`src/mnps_pkg.sv`:
```
// ----------------------------------------------------------------------------
// mnps_pkg
// Shared types, codes and sizes for the monophonic note priority stack.
// ----------------------------------------------------------------------------
package mnps_pkg;

  // held-note stack geometry
  localparam int STACK_DEPTH = 16;
  localparam int IDX_W       = $clog2(STACK_DEPTH);
  localparam int CNT_W       = $clog2(STACK_DEPTH + 1);

  // fixed field widths
  localparam int NOTE_W  = 7;
  localparam int VEL_W   = 7;
  localparam int LEVEL_W = 8;
  localparam int HELD_W  = 5;
  localparam int REQ_W   = 2;
  localparam int ACT_W   = 2;
  localparam int CIDX_W  = 2;
  localparam int CDATA_W = 8;

  // request codes
  localparam logic [REQ_W-1:0] REQ_NOTE_ON  = 2'd0;
  localparam logic [REQ_W-1:0] REQ_NOTE_OFF = 2'd1;
  localparam logic [REQ_W-1:0] REQ_ALL_OFF  = 2'd2;
  localparam logic [REQ_W-1:0] REQ_RSVD     = 2'd3;

  // action codes
  localparam logic [ACT_W-1:0] ACT_NONE     = 2'd0;
  localparam logic [ACT_W-1:0] ACT_RETRIG   = 2'd1;
  localparam logic [ACT_W-1:0] ACT_SLIDE    = 2'd2;
  localparam logic [ACT_W-1:0] ACT_GATE_OFF = 2'd3;

  // configuration register indexes
  localparam logic [CIDX_W-1:0] CFG_SEQ_RUNNING = 2'd0;
  localparam logic [CIDX_W-1:0] CFG_ACC_THRESH  = 2'd1;
  localparam logic [CIDX_W-1:0] CFG_ACC_AMOUNT  = 2'd2;

  // configuration reset values
  localparam logic [VEL_W-1:0]   ACC_THRESH_RST = 7'd96;
  localparam logic [LEVEL_W-1:0] ACC_AMOUNT_RST = 8'd255;

  // controller to datapath commands
  typedef struct packed {
    logic load;
    logic step;
    logic finish;
  } ctrl_cmd_t;

  // datapath to controller status
  typedef struct packed {
    logic walk_done;
    logic skip_walk;
  } dp_status_t;

endpackage

```
`src/mono_note_priority_stack.sv`:
```
// ----------------------------------------------------------------------------
// mono_note_priority_stack
// Last-note-priority held-note stack driving a monophonic bass voice.
// ----------------------------------------------------------------------------
// Usage:
//   input channel  : in_valid / in_stall with req_type, note_number, velocity
//   output channel : out_valid / out_stall with one result item per input item
//   config channel : cfg_valid / cfg_ready (always ready), cfg_index, cfg_data;
//                    write only while no item is in flight
// Sequence: capture, a walk over the stack that steps through the held
//   notes in turn, a check for the end of the walk, then commit. The time an
//   item takes before its result shows grows with the notes held, up to a
//   full stack of 16, since the walk covers the stack registers. All-notes-off,
//   reserved requests and events while the sequencer runs skip the walk.
// Throughput: one item at a time; the next item is taken as soon as the
//   previous one has moved into the output register.
// Stall: a result waits in the output register while out_stall is high; the
//   next item may still be taken and walked, but it holds in its commit
//   cycle until the output register frees up.
// Reset: empty stack, gate closed, velocity and accent zero, sequencer off,
//   threshold 96, accent amount 255.
// ----------------------------------------------------------------------------
module mono_note_priority_stack (
  input  logic                            clk,
  input  logic                            rst,
  input  logic                            in_valid,
  output logic                            in_stall,
  input  logic [mnps_pkg::REQ_W-1:0]      req_type,
  input  logic [mnps_pkg::NOTE_W-1:0]     note_number,
  input  logic [mnps_pkg::VEL_W-1:0]      velocity,
  output logic                            out_valid,
  input  logic                            out_stall,
  output logic [mnps_pkg::ACT_W-1:0]      action,
  output logic [mnps_pkg::NOTE_W-1:0]     target_note,
  output logic                            accent_flag,
  output logic [mnps_pkg::LEVEL_W-1:0]    accent_level,
  output logic [mnps_pkg::VEL_W-1:0]      voice_velocity,
  output logic [mnps_pkg::HELD_W-1:0]     notes_held,
  input  logic                            cfg_valid,
  output logic                            cfg_ready,
  input  logic [mnps_pkg::CIDX_W-1:0]     cfg_index,
  input  logic [mnps_pkg::CDATA_W-1:0]    cfg_data
);

  mnps_pkg::ctrl_cmd_t  cmd;
  mnps_pkg::dp_status_t status;

  // config writes are always accepted
  assign cfg_ready = 1'b1;

  // sequencer
  mnps_ctrl u_ctrl (
    .clk       (clk),
    .rst       (rst),
    .in_valid  (in_valid),
    .in_stall  (in_stall),
    .out_valid (out_valid),
    .out_stall (out_stall),
    .status    (status),
    .cmd       (cmd)
  );

  // stack and result datapath
  mnps_datapath u_datapath (
    .clk            (clk),
    .rst            (rst),
    .cmd            (cmd),
    .status         (status),
    .cfg_valid      (cfg_valid & cfg_ready),
    .cfg_index      (cfg_index),
    .cfg_data       (cfg_data),
    .req_type       (req_type),
    .note_number    (note_number),
    .velocity       (velocity),
    .action         (action),
    .target_note    (target_note),
    .accent_flag    (accent_flag),
    .accent_level   (accent_level),
    .voice_velocity (voice_velocity),
    .notes_held     (notes_held)
  );

endmodule

```
`src/mnps_ctrl.sv`:
```
// ----------------------------------------------------------------------------
// mnps_ctrl
// Sequencer for one item: capture, walk the stack, then commit and present.
// ----------------------------------------------------------------------------
module mnps_ctrl (
  input  logic                 clk,
  input  logic                 rst,
  input  logic                 in_valid,
  output logic                 in_stall,
  output logic                 out_valid,
  input  logic                 out_stall,
  input  mnps_pkg::dp_status_t status,
  output mnps_pkg::ctrl_cmd_t  cmd
);

  typedef enum logic [1:0] {
    ST_IDLE,
    ST_WALK,
    ST_DONE
  } state_t;

  state_t state;
  logic   out_free;

  // output register can take a new item
  assign out_free = !out_valid || !out_stall;

  assign in_stall = (state != ST_IDLE);

  // command decode
  always_comb begin
    cmd.load   = (state == ST_IDLE) && in_valid;
    cmd.step   = (state == ST_WALK) && !status.walk_done && !status.skip_walk;
    cmd.finish = (state == ST_DONE) && out_free;
  end

  // state and output valid
  always_ff @(posedge clk) begin
    if (rst) begin
      state     <= ST_IDLE;
      out_valid <= 1'b0;
    end else begin
      // set on commit, cleared once the item is taken
      if (cmd.finish) begin
        out_valid <= 1'b1;
      end else if (out_valid && !out_stall) begin
        out_valid <= 1'b0;
      end
      case (state)
        ST_IDLE: begin
          if (in_valid) begin
            state <= ST_WALK;
          end
        end
        ST_WALK: begin
          if (status.walk_done || status.skip_walk) begin
            state <= ST_DONE;
          end
        end
        ST_DONE: begin
          if (out_free) begin
            state <= ST_IDLE;
          end
        end
        default: begin
          state <= ST_IDLE;
        end
      endcase
    end
  end

endmodule

```
`src/mnps_datapath.sv`:
```
// ----------------------------------------------------------------------------
// mnps_datapath
// Note stack, compaction walk, config registers and result registers.
// ----------------------------------------------------------------------------
module mnps_datapath (
  input  logic                            clk,
  input  logic                            rst,
  input  mnps_pkg::ctrl_cmd_t             cmd,
  output mnps_pkg::dp_status_t            status,
  input  logic                            cfg_valid,
  input  logic [mnps_pkg::CIDX_W-1:0]     cfg_index,
  input  logic [mnps_pkg::CDATA_W-1:0]    cfg_data,
  input  logic [mnps_pkg::REQ_W-1:0]      req_type,
  input  logic [mnps_pkg::NOTE_W-1:0]     note_number,
  input  logic [mnps_pkg::VEL_W-1:0]      velocity,
  output logic [mnps_pkg::ACT_W-1:0]      action,
  output logic [mnps_pkg::NOTE_W-1:0]     target_note,
  output logic                            accent_flag,
  output logic [mnps_pkg::LEVEL_W-1:0]    accent_level,
  output logic [mnps_pkg::VEL_W-1:0]      voice_velocity,
  output logic [mnps_pkg::HELD_W-1:0]     notes_held
);

  localparam logic [mnps_pkg::CNT_W-1:0] DEPTH_CNT = mnps_pkg::CNT_W'(mnps_pkg::STACK_DEPTH);

  // stack storage, valid only below the count
  logic [mnps_pkg::NOTE_W-1:0] note_stack [mnps_pkg::STACK_DEPTH];

  // persistent state
  logic [mnps_pkg::CNT_W-1:0]   stack_count;
  logic                         gate_open;
  logic [mnps_pkg::VEL_W-1:0]   last_velocity;
  logic [mnps_pkg::LEVEL_W-1:0] voice_accent;

  // configuration
  logic                         seq_running;
  logic [mnps_pkg::VEL_W-1:0]   accent_threshold;
  logic [mnps_pkg::LEVEL_W-1:0] accent_amount;

  // captured item and walk state
  logic [mnps_pkg::REQ_W-1:0]  req;
  logic [mnps_pkg::NOTE_W-1:0] note;
  logic [mnps_pkg::VEL_W-1:0]  vel;
  logic [mnps_pkg::CNT_W-1:0]  rd_ptr;
  logic [mnps_pkg::CNT_W-1:0]  wr_ptr;
  logic                        found;
  logic                        top_hit;

  logic [mnps_pkg::IDX_W-1:0]  rd_idx;
  logic [mnps_pkg::NOTE_W-1:0] rd_data;
  logic [mnps_pkg::CNT_W-1:0]  wr_ptr_dec;
  logic                        accent;

  // commit values
  logic [mnps_pkg::ACT_W-1:0]   action_next;
  logic [mnps_pkg::NOTE_W-1:0]  target_next;
  logic                         flag_next;
  logic [mnps_pkg::LEVEL_W-1:0] level_next;
  logic [mnps_pkg::CNT_W-1:0]   count_next;
  logic                         gate_next;
  logic [mnps_pkg::LEVEL_W-1:0] vaccent_next;
  logic [mnps_pkg::VEL_W-1:0]   lvel_next;
  logic                         push;

  // single read port: walk pointer, or new top at commit
  assign wr_ptr_dec = wr_ptr - 1'b1;
  assign rd_idx     = cmd.finish ? wr_ptr_dec[mnps_pkg::IDX_W-1:0]
                                 : rd_ptr[mnps_pkg::IDX_W-1:0];
  assign rd_data    = note_stack[rd_idx];

  assign accent = (vel >= accent_threshold);

  // status to controller
  always_comb begin
    status.walk_done = (rd_ptr == stack_count);
    status.skip_walk = (req == mnps_pkg::REQ_ALL_OFF) || (req == mnps_pkg::REQ_RSVD) ||
                       seq_running;
  end

  // result and state update for the commit cycle
  always_comb begin
    action_next  = mnps_pkg::ACT_NONE;
    target_next  = '0;
    flag_next    = 1'b0;
    level_next   = '0;
    count_next   = stack_count;
    gate_next    = gate_open;
    vaccent_next = voice_accent;
    lvel_next    = last_velocity;
    push         = 1'b0;
    case (req)
      mnps_pkg::REQ_ALL_OFF: begin
        count_next  = '0;
        gate_next   = 1'b0;
        action_next = mnps_pkg::ACT_GATE_OFF;
      end
      mnps_pkg::REQ_NOTE_ON: begin
        if (!seq_running) begin
          lvel_next = vel;
          push      = (wr_ptr != DEPTH_CNT);
          count_next = push ? wr_ptr + 1'b1 : wr_ptr;
          if ((stack_count != '0) && gate_open) begin
            action_next = mnps_pkg::ACT_SLIDE;
            if (accent) begin
              vaccent_next = accent_amount;
            end
          end else begin
            action_next  = mnps_pkg::ACT_RETRIG;
            vaccent_next = accent ? accent_amount : '0;
          end
          gate_next   = 1'b1;
          target_next = note;
          flag_next   = accent;
          level_next  = vaccent_next;
        end
      end
      mnps_pkg::REQ_NOTE_OFF: begin
        if (!seq_running && found) begin
          count_next = wr_ptr;
          if (wr_ptr == '0) begin
            gate_next   = 1'b0;
            action_next = mnps_pkg::ACT_GATE_OFF;
          end else if (top_hit) begin
            gate_next   = 1'b1;
            action_next = mnps_pkg::ACT_SLIDE;
            target_next = rd_data;
            level_next  = voice_accent;
          end
        end
      end
      default: begin
        action_next = mnps_pkg::ACT_NONE;
      end
    endcase
  end

  // capture, walk and compaction
  always_ff @(posedge clk) begin
    if (cmd.load) begin
      req     <= req_type;
      note    <= note_number;
      vel     <= velocity;
      rd_ptr  <= '0;
      wr_ptr  <= '0;
      found   <= 1'b0;
      top_hit <= 1'b0;
    end else if (cmd.step) begin
      rd_ptr <= rd_ptr + 1'b1;
      if (rd_data != note) begin
        note_stack[wr_ptr[mnps_pkg::IDX_W-1:0]] <= rd_data;
        wr_ptr <= wr_ptr + 1'b1;
      end else begin
        found <= 1'b1;
        if (rd_ptr + 1'b1 == stack_count) begin
          top_hit <= 1'b1;
        end
      end
    end else if (cmd.finish && push) begin
      note_stack[wr_ptr[mnps_pkg::IDX_W-1:0]] <= note;
    end
  end

  // voice state and configuration
  always_ff @(posedge clk) begin
    if (rst) begin
      stack_count      <= '0;
      gate_open        <= 1'b0;
      last_velocity    <= '0;
      voice_accent     <= '0;
      seq_running      <= 1'b0;
      accent_threshold <= mnps_pkg::ACC_THRESH_RST;
      accent_amount    <= mnps_pkg::ACC_AMOUNT_RST;
    end else begin
      if (cmd.finish) begin
        stack_count   <= count_next;
        gate_open     <= gate_next;
        last_velocity <= lvel_next;
        voice_accent  <= vaccent_next;
      end
      if (cfg_valid) begin
        case (cfg_index)
          mnps_pkg::CFG_SEQ_RUNNING: seq_running      <= cfg_data[0];
          mnps_pkg::CFG_ACC_THRESH:  accent_threshold <= cfg_data[mnps_pkg::VEL_W-1:0];
          mnps_pkg::CFG_ACC_AMOUNT:  accent_amount    <= cfg_data;
          default: begin
          end
        endcase
      end
    end
  end

  // result registers
  always_ff @(posedge clk) begin
    if (cmd.finish) begin
      action         <= action_next;
      target_note    <= target_next;
      accent_flag    <= flag_next;
      accent_level   <= level_next;
      voice_velocity <= lvel_next;
      notes_held     <= mnps_pkg::HELD_W'(count_next);
    end
  end

endmodule

```
`config.mk`:
```
export PLATFORM = sky130hd
export DESIGN_NAME = mono_note_priority_stack
export DESIGN_NICKNAME = d
export VERILOG_FILES = /design/src/mnps_pkg.sv /design/src/mono_note_priority_stack.sv /design/src/mnps_ctrl.sv /design/src/mnps_datapath.sv
export SDC_FILE = /design/constraint.sdc
export NUM_CORES = 1
export LEC_CHECK = 0
export BUFFER_PORTS_ARGS = -buffer_cell sky130_fd_sc_hd__buf_2
export CAP_MARGIN = 20
export CORE_MARGIN = 2
export CORE_UTILIZATION = 35
export DETAILED_ROUTE_END_ITERATION = 7
export HOLD_SLACK_MARGIN = 0.06
export PLACE_DENSITY = 0.57
export SYNTH_ARGS = -nofsm -noshare
export SYNTH_HDL_FRONTEND = slang
export SYNTH_SLANG_ARGS = --single-unit
```
`constraint.sdc`:
```
create_clock -name clk -period 3.55 [get_ports clk]
set_clock_uncertainty 0.1 [all_clocks]
set_input_delay 0 -clock clk [delete_from_list [all_inputs] [get_ports clk]]
set_output_delay 0 -clock clk [all_outputs]
set_load 0.03 [all_outputs]
```
### Word-level counts from Yosys, hierarchy flattened

Memories as Yosys holds them, arrays and structs flattened.
Cells that the tools add are included.

| cells by class | value |
|---|---|
| $add $sub $neg | 3 |
| magnitude comparators | 1 |
| eq/ne operators | 17 |
| muxes and demuxes | 48 |
| bitwise logic cells | 4 |
| reductions and logical operators | 35 |

Operators by type and width:

| kind | number |
|---|---|
| 8-bit two-way mux | 7 |
| 7-bit two-way mux | 7 |
| 1-bit two-way mux | 16 |
| 2-bit two-way mux | 8 |
| 8-bit case mux with 2 select lines | 1 |
| 5-bit two-way mux | 3 |
| 5-bit case mux with 3 select lines | 1 |
| 7-bit case mux with 2 select lines | 1 |
| 2-bit case mux with 3 select lines | 2 |
| 5-bit by 1-bit adder with 5-bit output, second input constant | 2 |
| 5-bit == test | 2 |
| 2-bit AND reduction | 5 |
| 3-bit AND reduction | 3 |
| 2-bit == test, second input constant | 4 |
| 1-bit logical AND | 8 |
| 7-bit >= comparator | 1 |
| 7-bit != test | 1 |
| 2-bit by 1-bit == test with 1-bit output, second input constant | 3 |
| 2-bit logical NOT | 3 |
| 2-bit != test, second input constant | 3 |
| 1-bit logical NOT | 5 |
| 5-bit logical NOT | 1 |
| 5-bit != test, second input constant | 1 |
| 5-bit AND reduction | 1 |
| 12 further kinds | 19 |

| word-level totals | value |
|---|---|
| bits in registers | 98 |
| bits in writable memories | 112 |
| output and inout port bits | 33 |
| word-level logic and storage cells | 131 |
| memories | 1 |

Memories:

| memory | depth | width | rd ports | clocked after Yosys merged registers in | write ports | line | text |
|---|---|---|---|---|---|---|---|
| u_datapath.note_stack | 16 | 7 | 1 | 0 | 1 | mnps_datapath.sv:27 | `logic [mnps_pkg::NOTE_W-1:0] note_stack [mnps_pkg::STACK_DEPTH];` |

### Depth between registers and ports, before layout

An unclocked memory read counts as a cell.

| depth | value |
|---|---|
| depth in word-level cells | 11 |
| depth in mapped cells | 18 |
| mapped depth without buffers | 12 |

### Cells and area by module

From an unflattened synthesis, not the netlist that was laid out.

| second synthesis, totals | value |
|---|---|
| cell total of the unflattened synthesis | 892 |
| area total of the unflattened synthesis | 10037.1 um^2 |

Modules (own cells, without submodules):

| module | times used | cells an instance | area an instance (um^2) |
|---|---|---|---|
| mnps_datapath | 1 | 874 | 9879.5 |
| mnps_ctrl | 1 | 16 | 146.4 |
| mono_note_priority_stack | 1 | 2 | 11.3 |

### Worst setup path after synthesis

OpenSTA, ideal clock, no wires.

| timing path | value |
|---|---|
| kind | register to register |
| from | register u_datapath.wr_ptr[0] (netlist bit) |
| to | memory u_datapath.note_stack[15][0] (netlist bit), enable pin |
| setup time | 0.364 ns |
| arrival | 3.453 ns |
| path slack | -0.368 ns |
| cell stages (with the launch flop) | 19 |
| path buffers | 6 |
| period minus slack after synthesis | 3.918 ns |
| cell sequence | dfxtp_1 buf_2 buf_2 inv_1 ha_1 buf_2 clkbuf_1 clkbuf_1 nand2_1 a211oi_1 nor2_1 mux2i_1 a22oi_1 nand2_1 xnor2_1 and4_1 o21ai_2 buf_6 nor2b_1 |

| on the way | value |
|---|---|
| cells in the longest elaborated chain, start to end | 9 |

RTL lines:

| what | line | text |
|---|---|---|
| start: declaration | mnps_datapath.sv:45 | `logic [mnps_pkg::CNT_W-1:0] wr_ptr;` |
| start signal: assignment | mnps_datapath.sv:151 | `wr_ptr <= wr_ptr + 1'b1;` |
| 4-bit by 1-bit subtractor with 4-bit output | mnps_datapath.sv:66 | `assign wr_ptr_dec = wr_ptr - 1'b1;` |
| named net u_datapath.wr_ptr_dec, one bit | mnps_datapath.sv:51 | `logic [mnps_pkg::CNT_W-1:0] wr_ptr_dec;` |
| 4-bit two-way mux | mnps_datapath.sv:67 | `assign rd_idx = cmd.finish ? wr_ptr_dec[mnps_pkg::IDX_W-1:0]` |
| memory read 16 x 7 bit | n/a |  |
| 7-bit != test | mnps_datapath.sv:149 | `if (rd_data != note) begin` |
| 1-bit two-way mux | mnps_datapath.sv:149 |  |
| 1-bit two-way mux | mnps_datapath.sv:147 | `end else if (cmd.step) begin` |
| 1-bit two-way mux | mnps_datapath.sv:139 | `if (cmd.load) begin` |
| 1-bit two-way mux (implied by the code) | mnps_datapath.sv:150 | `note_stack[wr_ptr[mnps_pkg::IDX_W-1:0]] <= rd_data;` |
| 1-bit OR (no source line) | n/a |  |
| end: declaration | mnps_datapath.sv:27 |  |

The timed path passes the listed nets, and every way through them passes these cells.

### Worst setup path after layout

| timing path | value |
|---|---|
| from | register u_ctrl.state[0] |
| to | memory u_datapath.note_stack[15][1] (netlist bit), enable pin |

| on the way | value |
|---|---|
| cells in the longest elaborated chain, start to end | 10 |

RTL lines:

| what | line | text |
|---|---|---|
| start: declaration | mnps_ctrl.sv:22 | `state_t state;` |
| start signal: assignment | mnps_ctrl.sv:40 | `state <= ST_IDLE;` |
| start signal: assignment | mnps_ctrl.sv:52 | `state <= ST_WALK;` |
| start signal: assignment | mnps_ctrl.sv:57 | `state <= ST_DONE;` |
| 2-bit == test | mnps_ctrl.sv:34 | `cmd.finish = (state == ST_DONE) && out_free;` |
| 1-bit logical AND | mnps_ctrl.sv:34 |  |
| 4-bit two-way mux | mnps_datapath.sv:67 |  |
| memory read 16 x 7 bit | n/a |  |
| 7-bit != test | mnps_datapath.sv:149 |  |
| 1-bit two-way mux | mnps_datapath.sv:149 |  |
| 1-bit two-way mux | mnps_datapath.sv:147 |  |
| 1-bit two-way mux | mnps_datapath.sv:139 |  |
| 1-bit two-way mux (implied by the code) | mnps_datapath.sv:150 |  |
| 1-bit OR (no source line) (*) | n/a |  |

Mark *: on every way between the ends. The rest lies on a longest branch, timed or not.

==> run_results.csv <==
group,metric,value,unit
synth,synth_cell_type_count,68,
clock_network,cts-root-buf,"clkbuf_16",
placement,dp_slack,-0.353,ns
synth,synth_edf_count,158,
pwr,vdd_drop_max,0.319,mV
synth,synthXorXnorAreaFrac,1.55,%
pwr,pwr-share-seq,47.5,%
route,wire_per_inst,21.2,um
synth,seq_area_frac_synth,56.7,%
synth,yosys.area_share.simple,17.0,%
sta,max_freq,0.278,GHz
clock_network,htreeDepth,1,
route,detail-route-antenna-nets,0,
sta,fin_ws,-0.0422,ns
clock_network,cts_buffers,23,
sta,tightest_slew,0.999,ns
global_routing,grt_pass1_vias,7828,
final_layout,final_common_cell,"edfxtp_1",
min_path,min_to,"u_datapath.note[5]",
floorplanning,dieArea,0.0305,mm^2
worst_setup_path,reg2reg_from,"u_ctrl.state[0]",
floorplanning,core,0.0287,mm^2
synth,netlist_area,0.0102,mm^2
worst_setup_path,path_class,"reg2reg",
sta,slew_violations,0,
sta,setup_tns,-1.25,ns
worst_setup_path,cp-start-kind,"register",
pwr,p_leak,4.92,nW
synth,synthAdderAreaFrac,1.47,%
outcome,outcome,"finished, violations left",
synth,synthFlopType,"edfxtp_1",
min_path,hold-path-cell-count,2,
final_layout,final_cell_mix,"158 x edfxtp_1, 135 x nand2_1, 108 x buf_4",
route,vias_per_cell,5.40,
route,wl,31900,um
route,via_count,8154,
route,drt_iter0_drc,876,
final_layout,fin_cells,1509,
placement,dpl.hpwl,21400,um
clock_network,cts.sinks,210,
synth,syn_avg_cell_area,11.2,um^2
global_routing,grt_pass1_wl,47200,um
synth,ys_ff_latch,210,
floorplanning,start_util,35.5,%
pwr,power_density,437,mW/mm^2
synth,synth_cells,914,
final_layout,nets,1151,
synth,ys_async_sr_fraction,0,%
floorplanning,io_pins,64,
pwr,p_switching,0.00141,W
worst_setup_path,arrival,3.69,ns
synth,synthMuxAreaShare,3.83,%
pwr,combPwrFrac,11.4,%
route,drtPass1Iterations,7,
worst_setup_path,r2r_slack,-0.04,ns
global_routing,met1_usage,28.5,%
placement,io_buffers,62,
sta,rsz0062_at_grt,"yes",
placement,dp.cells,1414,
outcome,violations,"setup timing",
floorplanning,die_h,175,um
clock_network,clk_latency,0.53,ns
final_layout,fill_cells,2670,
sta,hold_viol_final,0,
pwr,power_frac_clock,41.1,%
synth,synth_warnings,0,
sta,slew_headroom,32.9,%
sta,min_period,3.59,ns
clock_network,clkTransAtPathRegs,0.06,ns
global_routing,grt_use_total,20.2,%
route,drcViolationCount,0,
global_routing,grt_max_degree,38,
floorplanning,row_count,62,
pwr,p_int,0.00439,W
sta,timing.final.crit_share,101,%
floorplanning,fp.dieW,175,um
worst_setup_path,rr_worst_depth,13,
min_path,worstHoldStart,"note_number[5]",
worst_setup_path,rr_endpoint,"u_datapath.note_stack[15][1]",
clock_network,clockBufferDepth,3,
synth,syn_nets,957,
min_path,min_path_type,"in2reg",
synth,synth_top_family_by_area,"simple AND/OR/NAND/NOR gates",
pwr,swShare,24.3,%
sta,setup_viol,93,
final_layout,drive_gt1_share,26.2,%
placement,routabilityCongestion,0.919,
synth,synth_compound_area_share,15.9,%
global_routing,top_usage_layer,"met2",
global_routing,met3_usage,3.35,%
run,cap_violations,0,
final_layout,area_delta_synth_final,30.0,%
worst_setup_path,crit_fanout,17,
worst_setup_path,end_kind,"register",
global_routing,grt.met2_usage,31.4,%
clock_network,cts_tree,"built",
global_routing,grt_overflow_total,0,
global_routing,antenna_found_initial,0,
worst_setup_path,cp.required,3.65,ns
## metrics by stage
step	power, W	area, um^2	util, %	hold slack (ns)
2_1_floorplan	0.00311	10300	-	-0.00113
3_3_place_gp	0.00337	11700	40.7	0.0780
3_5_place_dp	0.00337	11700	40.7	0.0790
4_1_cts	0.00579	13000	45.3	0.0907
5_1_grt	0.00598	13300	46.2	0.103
6_report	0.00580	13300	46.2	0.0981
## synth_stat cells (all sizes together), types with 2 or more instances
cell type / count / share of area [%]
a21o: 7 / 0.52
ha: 12 / 1.5
a22oi: 13 / 0.96
mux2i: 24 / 2.4
clkbuf: 35 / 1.3
o22ai: 3 / 0.18
inv: 17 / 0.63
a211o: 4 / 0.34
a22o: 30 / 2.6
edfxtp: 158 / 47
nand2: 138 / 5.2
o21ai: 26 / 1.5
o31ai: 4 / 0.29
nand4: 6 / 0.37
xor2: 11 / 0.94
nor2: 39 / 1.5
and3: 24 / 1.5
a211oi: 42 / 3.1
xnor2: 7 / 0.60
mux2: 5 / 0.55
and2: 3 / 0.18
or3: 9 / 0.55
nor4: 4 / 0.37
nand2b: 70 / 4.3
nor2b: 5 / 0.31
a221o: 2 / 0.20
mux4: 4 / 0.88
nor3: 7 / 0.34
a41oi: 3 / 0.33
or2: 2 / 0.12
a311oi: 22 / 1.9
a311o: 3 / 0.29
nand3b: 13 / 0.96
nand3: 11 / 0.54
a32o: 2 / 0.20
dfxtp: 52 / 10
nor3b: 3 / 0.22
buf: 23 / 1.5
a21oi: 50 / 2.6
o21a: 4 / 0.29
nand4b: 3 / 0.26
## power by group through the flow
stage	Clock [W]	Sequential [W]	Combinational [W]
finish	0.00238	0.00275	0.000662
global route	0.00252	0.00276	0.000706
CTS	0.00241	0.00275	0.000621
detailed placement	0	0.00280	0.000568
global placement	0	0.00280	0.000564
floorplan	0	0.00281	0.000292
## critical path: stages, from the launching register on
cell      delay, ns
dfxtp_2        0.32
and2b_4        0.34
buf_4          0.14
buf_6          0.19
a21oi_1        0.09
a311oi_1       0.53
a22o_1         0.29
o21ai_0        0.12
a41oi_2        0.17
nor4_2         0.06
and4_1         0.23
o21ai_2        0.21
buf_6          0.18
nor2b_4        0.30
## final cells by class
class | count | area, um^2 | area share, %
clock buffers | 26 | 587 | 4.43
well taps | 384 | 480 | 3.62
diodes | 1 | 2.50 | 0.0189
flip-flops and latches | 210 | 5790 | 43.7
multi-input cells | 628 | 4360 | 32.9
clock inverters | 15 | 149 | 1.12
inverters | 18 | 67.6 | 0.510
repair buffers | 227 | 1820 | 13.7
## sequential cells by signal, summed over array words and instances (netlist names), 2 cells and up
| signal | flops |
|---|---|
| u_datapath.note_stack | 112 |
| u_datapath.vel | 7 |
| u_datapath.action | 2 |
| u_datapath.last_velocity | 7 |
| u_datapath.accent_threshold | 7 |
| u_datapath.voice_velocity | 7 |
| u_datapath.accent_level | 8 |
| u_datapath.notes_held | 5 |
| u_datapath.req | 2 |
| u_datapath.note | 7 |
| u_datapath.accent_amount | 8 |
| u_ctrl.state | 2 |
| u_datapath.target_note | 7 |
| u_datapath.rd_ptr | 5 |
| u_datapath.voice_accent | 8 |
| u_datapath.wr_ptr | 5 |
| u_datapath.stack_count | 5 |
## cells by family after synthesis
kind of cell	after synthesis
XOR/XNOR	18
adder cells (fa/ha/maj)	12
other	1
AO/OA/AOI/OAI	223
AND/OR/NAND/NOR	341
flip-flops	210
multiplexers	33
buffers and inverters	76
## metal layers
layer | part of all wire (%) | vias to the layer above
li1 | - | 3802
met1 | 44 | 3931
met2 | 44 | 347
met4 | 4.1 | 0
met5 | 0 | -
met3 | 7.5 | 74
## timing repair
action	4_1_cts	5_1_grt
pin swaps	4	14
hold buffers	41	0
endpoints found under the hold margin	52	0
buffers inserted	8	8
endpoints found under the setup margin	118	113
gates resized for setup	22	43
gates cloned	0	2
## worst max-delay path by stage
| stage | endpoint | start | cells after the start |
|---|---|---|---|
| after global routing | u_datapath.note_stack[15][1] | u_ctrl.state[0] | 12 |
| after CTS | u_datapath.note_stack[15][1] | u_ctrl.state[0] | 12 |
| final | u_datapath.note_stack[15][1] | u_ctrl.state[0] | 13 |
| after global placement | u_datapath.note_stack[14][0] | u_ctrl.out_valid | 13 |
| after detailed placement | u_datapath.note_stack[13][0] | u_datapath.wr_ptr[0] | 13 |
| after floorplan | u_datapath.note_stack[15][0] | u_datapath.wr_ptr[0] | 18 |
No activity file was read; power rests on OpenSTA's default activity.
